<file path="src/rtl/ddo_pkg.sv">
// ddo_pkg: shared types, constants and helper functions of the wheel odometry block
// no dependencies; compiled first, used by the interfaces and every module
`default_nettype none

package ddo_pkg;

    // field widths
    localparam int TIME_W   = 32;
    localparam int COUNT_W  = 32;
    localparam int SCALE_W  = 32;
    localparam int TRACK_W  = 24;
    localparam int POS_W    = 48;
    localparam int ANGLE_W  = 32;
    localparam int VEL_W    = 32;
    localparam int CFG_IDX_W = 2;
    localparam int CFG_DATA_W = 32;

    // configuration register indexes
    localparam logic [CFG_IDX_W-1:0] REG_LEFT_SCALE  = 2'd0;
    localparam logic [CFG_IDX_W-1:0] REG_RIGHT_SCALE = 2'd1;
    localparam logic [CFG_IDX_W-1:0] REG_HALF_TRACK  = 2'd2;

    localparam logic [TRACK_W-1:0] HALF_TRACK_RESET = 24'd15401;

    // arithmetic constants
    localparam logic [31:0] PI_Q29      = 32'd1686629713;
    localparam logic [33:0] CORDIC_GAIN = 34'd652032874;
    localparam logic [31:0] USEC_PER_S  = 32'd1000000;
    localparam int DEFAULT_CORDIC_STEPS = 24;

    // serial divider sizes
    localparam int DIV_NUM_W = 116;
    localparam int DIV_DEN_W = 56;
    localparam int DIV_CNT_W = 7;
    localparam logic [DIV_CNT_W-1:0] DIV_LAST = 7'(DIV_NUM_W - 1);

    typedef enum logic [3:0] {
        MUL_L,
        MUL_R,
        MUL_PIHT,
        MUL_C_LO,
        MUL_C_HI,
        MUL_S_LO,
        MUL_S_HI,
        MUL_X_LO,
        MUL_X_HI,
        MUL_Y_LO,
        MUL_Y_HI,
        MUL_D_LO,
        MUL_D_HI,
        MUL_HTDT
    } mul_sel_t;

    typedef enum logic {
        DEN_P,
        DEN_DT
    } den_sel_t;

    typedef enum logic [1:0] {
        NUM_DBA,
        NUM_ACC,
        NUM_ACC15
    } num_sel_t;

    typedef struct packed {
        logic     capture;
        logic     mul_en;
        mul_sel_t mul_sel;
        logic     set_dl;
        logic     set_dr;
        logic     set_diff;
        logic     acc_load;
        logic     acc_add;
        logic     den_load;
        den_sel_t den_sel;
        logic     num_load;
        num_sel_t num_sel;
        logic     div_step;
        logic     set_head;
        logic     cord_init;
        logic     cord_step;
        logic     cord_fin;
        logic     set_mx;
        logic     set_my;
        logic     pos_upd;
        logic     set_vx;
        logic     set_vy;
        logic     set_yaw;
        logic     out_load;
    } ddo_cmd_t;

    typedef struct packed {
        logic have_prev;
        logic dt_zero;
        logic div_last;
        logic cord_last;
        logic out_busy;
    } ddo_status_t;

    // arctangent of 2^-i as binary angle
    function automatic logic [31:0] atan_entry(input logic [4:0] idx);
        logic [31:0] v;
        case (idx)
            5'd0:  v = 32'h20000000;
            5'd1:  v = 32'h12E4051E;
            5'd2:  v = 32'h09FB385B;
            5'd3:  v = 32'h051111D4;
            5'd4:  v = 32'h028B0D43;
            5'd5:  v = 32'h0145D7E1;
            5'd6:  v = 32'h00A2F61E;
            5'd7:  v = 32'h00517C55;
            5'd8:  v = 32'h0028BE53;
            5'd9:  v = 32'h00145F2F;
            5'd10: v = 32'h000A2F98;
            5'd11: v = 32'h000517CC;
            5'd12: v = 32'h00028BE6;
            5'd13: v = 32'h000145F3;
            5'd14: v = 32'h0000A2FA;
            5'd15: v = 32'h0000517D;
            5'd16: v = 32'h000028BE;
            5'd17: v = 32'h0000145F;
            5'd18: v = 32'h00000A30;
            5'd19: v = 32'h00000518;
            5'd20: v = 32'h0000028C;
            5'd21: v = 32'h00000146;
            5'd22: v = 32'h000000A3;
            5'd23: v = 32'h00000051;
            5'd24: v = 32'h00000029;
            5'd25: v = 32'h00000014;
            5'd26: v = 32'h0000000A;
            5'd27: v = 32'h00000005;
            5'd28: v = 32'h00000003;
            5'd29: v = 32'h00000001;
            5'd30: v = 32'h00000001;
            default: v = 32'h00000000;
        endcase
        return v;
    endfunction

    // signed 32-bit saturation of a quotient magnitude
    function automatic logic [31:0] sat32(input logic neg, input logic ovf,
                                          input logic [32:0] q);
        logic [31:0] r;
        if (!neg) begin
            if (ovf || (q > 33'h07FFFFFFF)) r = 32'h7FFFFFFF;
            else r = q[31:0];
        end
        else begin
            if (ovf || (q > 33'h080000000)) r = 32'h80000000;
            else r = 32'd0 - q[31:0];
        end
        return r;
    endfunction

endpackage

`default_nettype wire

</file>
<file path="src/rtl/ddo_ctrl.sv">
// ddo_ctrl: sequencer for one odometry update
// depends on ddo_pkg; commands ddo_datapath, reads its status
`default_nettype none

module ddo_ctrl
    import ddo_pkg::*;
(
    input  wire logic        clk,
    input  wire logic        rst_n,
    input  wire logic        in_valid,
    output logic             in_ready,
    input  wire ddo_status_t status,
    output ddo_cmd_t         cmd
);

    localparam int ST_W = 38;

    typedef enum logic [ST_W-1:0] {
        S_IDLE  = 38'b1 << 0,
        S_ML    = 38'b1 << 1,
        S_MR    = 38'b1 << 2,
        S_MPI   = 38'b1 << 3,
        S_DIFF  = 38'b1 << 4,
        S_HLOAD = 38'b1 << 5,
        S_HDIV  = 38'b1 << 6,
        S_HEAD  = 38'b1 << 7,
        S_CINIT = 38'b1 << 8,
        S_CORD  = 38'b1 << 9,
        S_CFIN  = 38'b1 << 10,
        S_CLO   = 38'b1 << 11,
        S_CHI   = 38'b1 << 12,
        S_CADD  = 38'b1 << 13,
        S_SHI   = 38'b1 << 14,
        S_SADD  = 38'b1 << 15,
        S_MY    = 38'b1 << 16,
        S_POS   = 38'b1 << 17,
        S_XLO   = 38'b1 << 18,
        S_XHI   = 38'b1 << 19,
        S_XADD  = 38'b1 << 20,
        S_XNUM  = 38'b1 << 21,
        S_XDIV  = 38'b1 << 22,
        S_VX    = 38'b1 << 23,
        S_YLO   = 38'b1 << 24,
        S_YHI   = 38'b1 << 25,
        S_YADD  = 38'b1 << 26,
        S_YNUM  = 38'b1 << 27,
        S_YDIV  = 38'b1 << 28,
        S_VY    = 38'b1 << 29,
        S_HTDT  = 38'b1 << 30,
        S_DLO   = 38'b1 << 31,
        S_DHI   = 38'b1 << 32,
        S_DADD  = 38'b1 << 33,
        S_DNUM  = 38'b1 << 34,
        S_DDIV  = 38'b1 << 35,
        S_YAW   = 38'b1 << 36,
        S_OUT   = 38'b1 << 37
    } state_t;

    state_t state_reg, state_next;

    always_ff @(posedge clk or negedge rst_n)
    begin
        if (!rst_n) begin
            state_reg <= S_IDLE;
        end
        else begin
            state_reg <= state_next;
        end
    end

    always_comb
    begin
        cmd        = '0;
        in_ready   = 1'b0;
        state_next = state_reg;
        case (state_reg)
            S_IDLE: begin
                in_ready = 1'b1;
                if (in_valid) begin
                    cmd.capture = 1'b1;
                    if (status.have_prev) state_next = S_ML;
                end
            end
            S_ML: begin
                cmd.mul_en = 1'b1; cmd.mul_sel = MUL_L;
                state_next = S_MR;
            end
            S_MR: begin
                cmd.mul_en = 1'b1; cmd.mul_sel = MUL_R; cmd.set_dl = 1'b1;
                state_next = S_MPI;
            end
            S_MPI: begin
                cmd.mul_en = 1'b1; cmd.mul_sel = MUL_PIHT; cmd.set_dr = 1'b1;
                state_next = S_DIFF;
            end
            S_DIFF: begin
                cmd.set_diff = 1'b1;
                state_next   = S_HLOAD;
            end
            S_HLOAD: begin
                cmd.den_load = 1'b1; cmd.den_sel = DEN_P;
                cmd.num_load = 1'b1; cmd.num_sel = NUM_DBA;
                state_next   = S_HDIV;
            end
            S_HDIV: begin
                cmd.div_step = 1'b1;
                if (status.div_last) state_next = S_HEAD;
            end
            S_HEAD: begin
                cmd.set_head = 1'b1;
                state_next   = S_CINIT;
            end
            S_CINIT: begin
                cmd.cord_init = 1'b1;
                state_next    = S_CORD;
            end
            S_CORD: begin
                cmd.cord_step = 1'b1;
                if (status.cord_last) state_next = S_CFIN;
            end
            S_CFIN: begin
                cmd.cord_fin = 1'b1;
                state_next   = S_CLO;
            end
            S_CLO: begin
                cmd.mul_en = 1'b1; cmd.mul_sel = MUL_C_LO;
                state_next = S_CHI;
            end
            S_CHI: begin
                cmd.mul_en = 1'b1; cmd.mul_sel = MUL_C_HI; cmd.acc_load = 1'b1;
                state_next = S_CADD;
            end
            S_CADD: begin
                cmd.acc_add = 1'b1; cmd.mul_en = 1'b1; cmd.mul_sel = MUL_S_LO;
                state_next  = S_SHI;
            end
            S_SHI: begin
                cmd.set_mx   = 1'b1;
                cmd.mul_en   = 1'b1; cmd.mul_sel = MUL_S_HI;
                cmd.acc_load = 1'b1;
                state_next   = S_SADD;
            end
            S_SADD: begin
                cmd.acc_add = 1'b1;
                state_next  = S_MY;
            end
            S_MY: begin
                cmd.set_my = 1'b1;
                state_next = S_POS;
            end
            S_POS: begin
                cmd.pos_upd = 1'b1;
                state_next  = status.dt_zero ? S_OUT : S_XLO;
            end
            S_XLO: begin
                cmd.mul_en   = 1'b1; cmd.mul_sel = MUL_X_LO;
                cmd.den_load = 1'b1; cmd.den_sel = DEN_DT;
                state_next   = S_XHI;
            end
            S_XHI: begin
                cmd.mul_en = 1'b1; cmd.mul_sel = MUL_X_HI; cmd.acc_load = 1'b1;
                state_next = S_XADD;
            end
            S_XADD: begin
                cmd.acc_add = 1'b1;
                state_next  = S_XNUM;
            end
            S_XNUM: begin
                cmd.num_load = 1'b1; cmd.num_sel = NUM_ACC;
                state_next   = S_XDIV;
            end
            S_XDIV: begin
                cmd.div_step = 1'b1;
                if (status.div_last) state_next = S_VX;
            end
            S_VX: begin
                cmd.set_vx = 1'b1;
                state_next = S_YLO;
            end
            S_YLO: begin
                cmd.mul_en = 1'b1; cmd.mul_sel = MUL_Y_LO;
                state_next = S_YHI;
            end
            S_YHI: begin
                cmd.mul_en = 1'b1; cmd.mul_sel = MUL_Y_HI; cmd.acc_load = 1'b1;
                state_next = S_YADD;
            end
            S_YADD: begin
                cmd.acc_add = 1'b1;
                state_next  = S_YNUM;
            end
            S_YNUM: begin
                cmd.num_load = 1'b1; cmd.num_sel = NUM_ACC;
                state_next   = S_YDIV;
            end
            S_YDIV: begin
                cmd.div_step = 1'b1;
                if (status.div_last) state_next = S_VY;
            end
            S_VY: begin
                cmd.set_vy = 1'b1;
                state_next = S_HTDT;
            end
            S_HTDT: begin
                cmd.mul_en = 1'b1; cmd.mul_sel = MUL_HTDT;
                state_next = S_DLO;
            end
            S_DLO: begin
                cmd.den_load = 1'b1; cmd.den_sel = DEN_P;
                cmd.mul_en   = 1'b1; cmd.mul_sel = MUL_D_LO;
                state_next   = S_DHI;
            end
            S_DHI: begin
                cmd.mul_en = 1'b1; cmd.mul_sel = MUL_D_HI; cmd.acc_load = 1'b1;
                state_next = S_DADD;
            end
            S_DADD: begin
                cmd.acc_add = 1'b1;
                state_next  = S_DNUM;
            end
            S_DNUM: begin
                cmd.num_load = 1'b1; cmd.num_sel = NUM_ACC15;
                state_next   = S_DDIV;
            end
            S_DDIV: begin
                cmd.div_step = 1'b1;
                if (status.div_last) state_next = S_YAW;
            end
            S_YAW: begin
                cmd.set_yaw = 1'b1;
                state_next  = S_OUT;
            end
            S_OUT: begin
                if (!status.out_busy) begin
                    cmd.out_load = 1'b1;
                    state_next   = S_IDLE;
                end
            end
            default: begin
                state_next = S_IDLE;
            end
        endcase
    end

endmodule

`default_nettype wire

</file>
<file path="config.mk">
export PLATFORM = sky130hd
export DESIGN_NAME = ddo_ctrl
export DESIGN_NICKNAME = d
export VERILOG_FILES = /design/src/rtl/ddo_pkg.sv /design/src/rtl/ddo_ctrl.sv
export SDC_FILE = /design/constraint.sdc
export NUM_CORES = 1
export LEC_CHECK = 0
export BUFFER_PORTS_ARGS = -buffer_cell sky130_fd_sc_hd__clkbuf_2
export CAP_MARGIN = 25
export CORE_UTILIZATION = 45
export DETAILED_ROUTE_END_ITERATION = 16
export MAX_ROUTING_LAYER = met4
export PLACE_DENSITY_LB_ADDON = 0.25
export SKIP_CTS_REPAIR_TIMING = 1
export SYNTH_ARGS = -nofsm -noshare
export SYNTH_HDL_FRONTEND = slang
export SYNTH_SLANG_ARGS = --single-unit
</file>
<file path="constraint.sdc">
create_clock -name clk -period 3.1 [get_ports clk]
set_clock_uncertainty 0.05 [all_clocks]
set_input_delay 0.62 -clock clk [delete_from_list [all_inputs] [get_ports clk]]
set_output_delay 0.62 -clock clk [all_outputs]
set_load 0.01 [all_outputs]
</file>
==> flow_summary_export.csv <==
group,metric,value,unit
drt,drtIter0Drc,268,
place,numPlacedInstances,374,
layout,fin_cells,418,
yosys,syn_area,2470,um2
yosys,netlist-cell-type-count,52,
pwr,p_per_area,477,nW/um2
floorplanning,start_util,0.474,
yosys,synth_commonest_cells,"dfrtp_1, nor4_1, nor2_1",
layout,num_antenna_cells,0,
clock_tree,numCtsBuffers,5,
floorplanning,num_io_pins,37,
setup_path,path_cells,"nor4_4, nand4_1, or2_4, nor4_4, buf_4, or3b_4, clkbuf_2",
floorplanning,die_w,76.1,um
setup_path,critPathSlowestCell,"dfrtp_2",
hold_path,hold_class,"in2async",
layout,nNetsFinal,355,
clock_tree,cts_max_path_buffers,2,
yosys,synthArstFlopShare,1.00,
place,dpl-instance-area,2920,um2
place,routabilityCongestion,0.950,
pwr,seq_power_share,0.316,
run_status,run_status,"finished, violations left",
place,portBuffers,36,
drt,drtPass1Iterations,5,
yosys,yosysSeqAreaShare,0.386,
drt,vias,2593,
sta,slew_headroom,0.570,
floorplanning,core,5200,um2
setup_path,critical_path_class,"reg2out",
floorplanning,fp.dieH,76.1,um
layout,area_growth,47.7,%
pwr,power.internal,1.08,mW
clock_tree,path_clk_slew,70,ps
layout,final_util,0.701,
sta,hold_viol,0,
layout,layout-drive-gt1-share,0.520,
layout,fin_area,3650,um2
sta,fin_ws,-83.4,ps
pwr,switchingPower,0.660,mW
sta,rsz0062_at_grt,"true",
pwr,clockPowerShare,0.197,
grt,grt_pass1_wl,11.1,mm
sta,fmax,314,MHz
drt,wl_per_cell,19.2,um
yosys,synth_area_leaders,"dfrtp_1, nor4_1, nor4_4",
layout,fillers,368,
setup_path,cp.arrival,2510,ps
clock_tree,cts_tree,"built",
pwr,irDropWorstVdd,313,uV
yosys,synthFlopType,"dfrtp_1",
yosys,yosys_warnings,0,
floorplanning,placementRows,26,
setup_path,critPathMaxStageDelay,440,ps
grt,antenna_found_initial,0,
grt,grt_pass1_vias,2185,
run_status,violations,"negative setup slack",
pwr,swShare,0.379,
sta,slew_violations,0,
clock_tree,clockRootBuffer,"clkbuf_8",
yosys,synth_edf_count,0,
layout,largest_register_ffs,38,
setup_path,start_kind,"flop",
sta,worst_pin_slew,645,ps
yosys,synth-seq-cells,38,
yosys,syn-num-nets,248,
yosys,synth_top_area_cell,"dfrtp_1",
grt,grt_util_all_layers,0.253,
yosys,synth_most_common_cell,"dfrtp_1",
drt,route.detailed.drc,0,
place,pre_cts_ws,68.6,ps
clock_tree,cts_sinks,38,
setup_path,cp_top_family,"simple AND/OR/NAND/NOR gates",
yosys,syn_inst,240,
sta,final.period_utilization,1.03,
pwr,leakage,1.73,nW
floorplanning,dieArea,5790,um2
setup_path,critPathRequiredTime,2430,ps
sta,period_needed,3180,ps
grt,overflow,0,
pwr,combPwrFrac,0.486,
yosys,avgSynthCellArea,10.3,um2
flow_run,cap_violations,0,
drt,wirelength,8.03,mm
drt,ant_nets,0,
clock_tree,worstSkewPairLatency,290,ps
pwr,p_total,1.74,mW
setup_path,path_buf_inv,2,
clock_tree,h-tree-depth,2,
grt,grt_max_degree,39,
setup_path,crit_top_cell,"nor4_4",
place,post-dp-hpwl,5.40,mm
sta,setup_viol,5,
setup_path,crit_path_end_kind,"output port",
yosys,synth_top_area_frac,0.375,
drt,viasPerCell,6.20,
setup_path,worstPathMaxFanout,5,
-- metrics by stage --
stage,TNS [ps],hold WS (ps)
finish,-271,78.4
global placement,0,515
global route,-1230,74.9
floorplan,0,274
CTS,-2190,451
detailed placement,0,515
-- layout make-up --
| cell class | instances | area [um2] | share of cell area |
|---|---|---|---|
| clock buffer | 7 | 86.3 | 0.0237 |
| clock inverter | 1 | 5.00 | 0.00137 |
| inverter | 5 | 18.8 | 0.00515 |
| multi-input combinational | 190 | 1730 | 0.475 |
| sequential | 38 | 967 | 0.265 |
| tap | 70 | 87.6 | 0.0240 |
| timing repair buffer | 107 | 751 | 0.206 |
-- logic make-up (layout without fill, tap and decap cells) --
| logic type | count (synthesis) | count (layout) | synth area share |
|---|---|---|---|
| buf+inv | 12 | 120 | 0.0385 |
| flops | 38 | 38 | 0.386 |
| simple gates | 166 | 166 | 0.493 |
| compound gates | 19 | 19 | 0.0649 |
| xor+xnor | 5 | 5 | 0.0177 |
-- power by group through the flow --
stage / Combinational, mW / Clock (mW) / Sequential, mW
floorplan: 0.372 / 0 / 0.558
global route: 0.886 / 0.371 / 0.553
finish: 0.847 / 0.344 / 0.551
detailed placement: 0.547 / 0 / 0.562
CTS: 0.551 / 0.350 / 0.553
global placement: 0.540 / 0 / 0.562
-- per-layer routing --
| metal | vias up | GRT usage | part of all wire |
|---|---|---|---|
| met3 | 14 | 0.0467 | 0.066 |
| met5 | - | - | 0 |
| met4 | 0 | 0.0750 | 0.018 |
| met1 | 1260 | 0.356 | 0.43 |
| met2 | 138 | 0.373 | 0.49 |
| li1 | 1181 | - | - |
-- worst reg2reg max path, stage by stage, from the launching register on --
cell	delay (ps)
dfrtp_2	430
nor4_4	300
buf_4	190
nand3_1	150
buf_4	210
or4_4	510
nor4b_4	170
buf_4	160
o21ai_4	320
a22o_1	190
-- layout by cell type (no fill, tap or decap), drive strengths merged, types with 2 or more instances in the layout --
cell type | Yosys | final
clkbuf | 3 | 36
nor3b | 5 | 5
and2 | 3 | 3
nand3b | 10 | 10
dfrtp | 37 | 37
and3 | 10 | 10
inv | 5 | 5
nor2b | 3 | 3
nor4b | 11 | 11
xnor2 | 4 | 4
nand2b | 4 | 4
a21oi | 2 | 2
nand3 | 7 | 7
nor3 | 13 | 13
a211oi | 2 | 2
or3 | 4 | 4
nand4b | 8 | 8
nand2 | 12 | 12
o2bb2ai | 2 | 2
a21o | 3 | 3
nor2 | 20 | 20
and4b | 5 | 5
a311oi | 2 | 2
nor4 | 35 | 35
nand4 | 10 | 10
buf | 4 | 78
-- final timing paths --
path / startpoint / endpoint / slack (ps) / cells after the start
worst max register to register: state_reg[34] / state_reg[22] / 360 / 9
worst min register to register: state_reg[35] / state_reg[35] / 560 / 1
max in group asynchronous: rst_n / state_reg[0] / 2470 / 2
worst max-delay path: state_reg[25] / cmd[22] / -80 / 7
min in group clk: status[3] / state_reg[18] / 450 / 2
worst min-delay path: rst_n / state_reg[22] / 80 / 1
(Power assumes the default switching activity.)
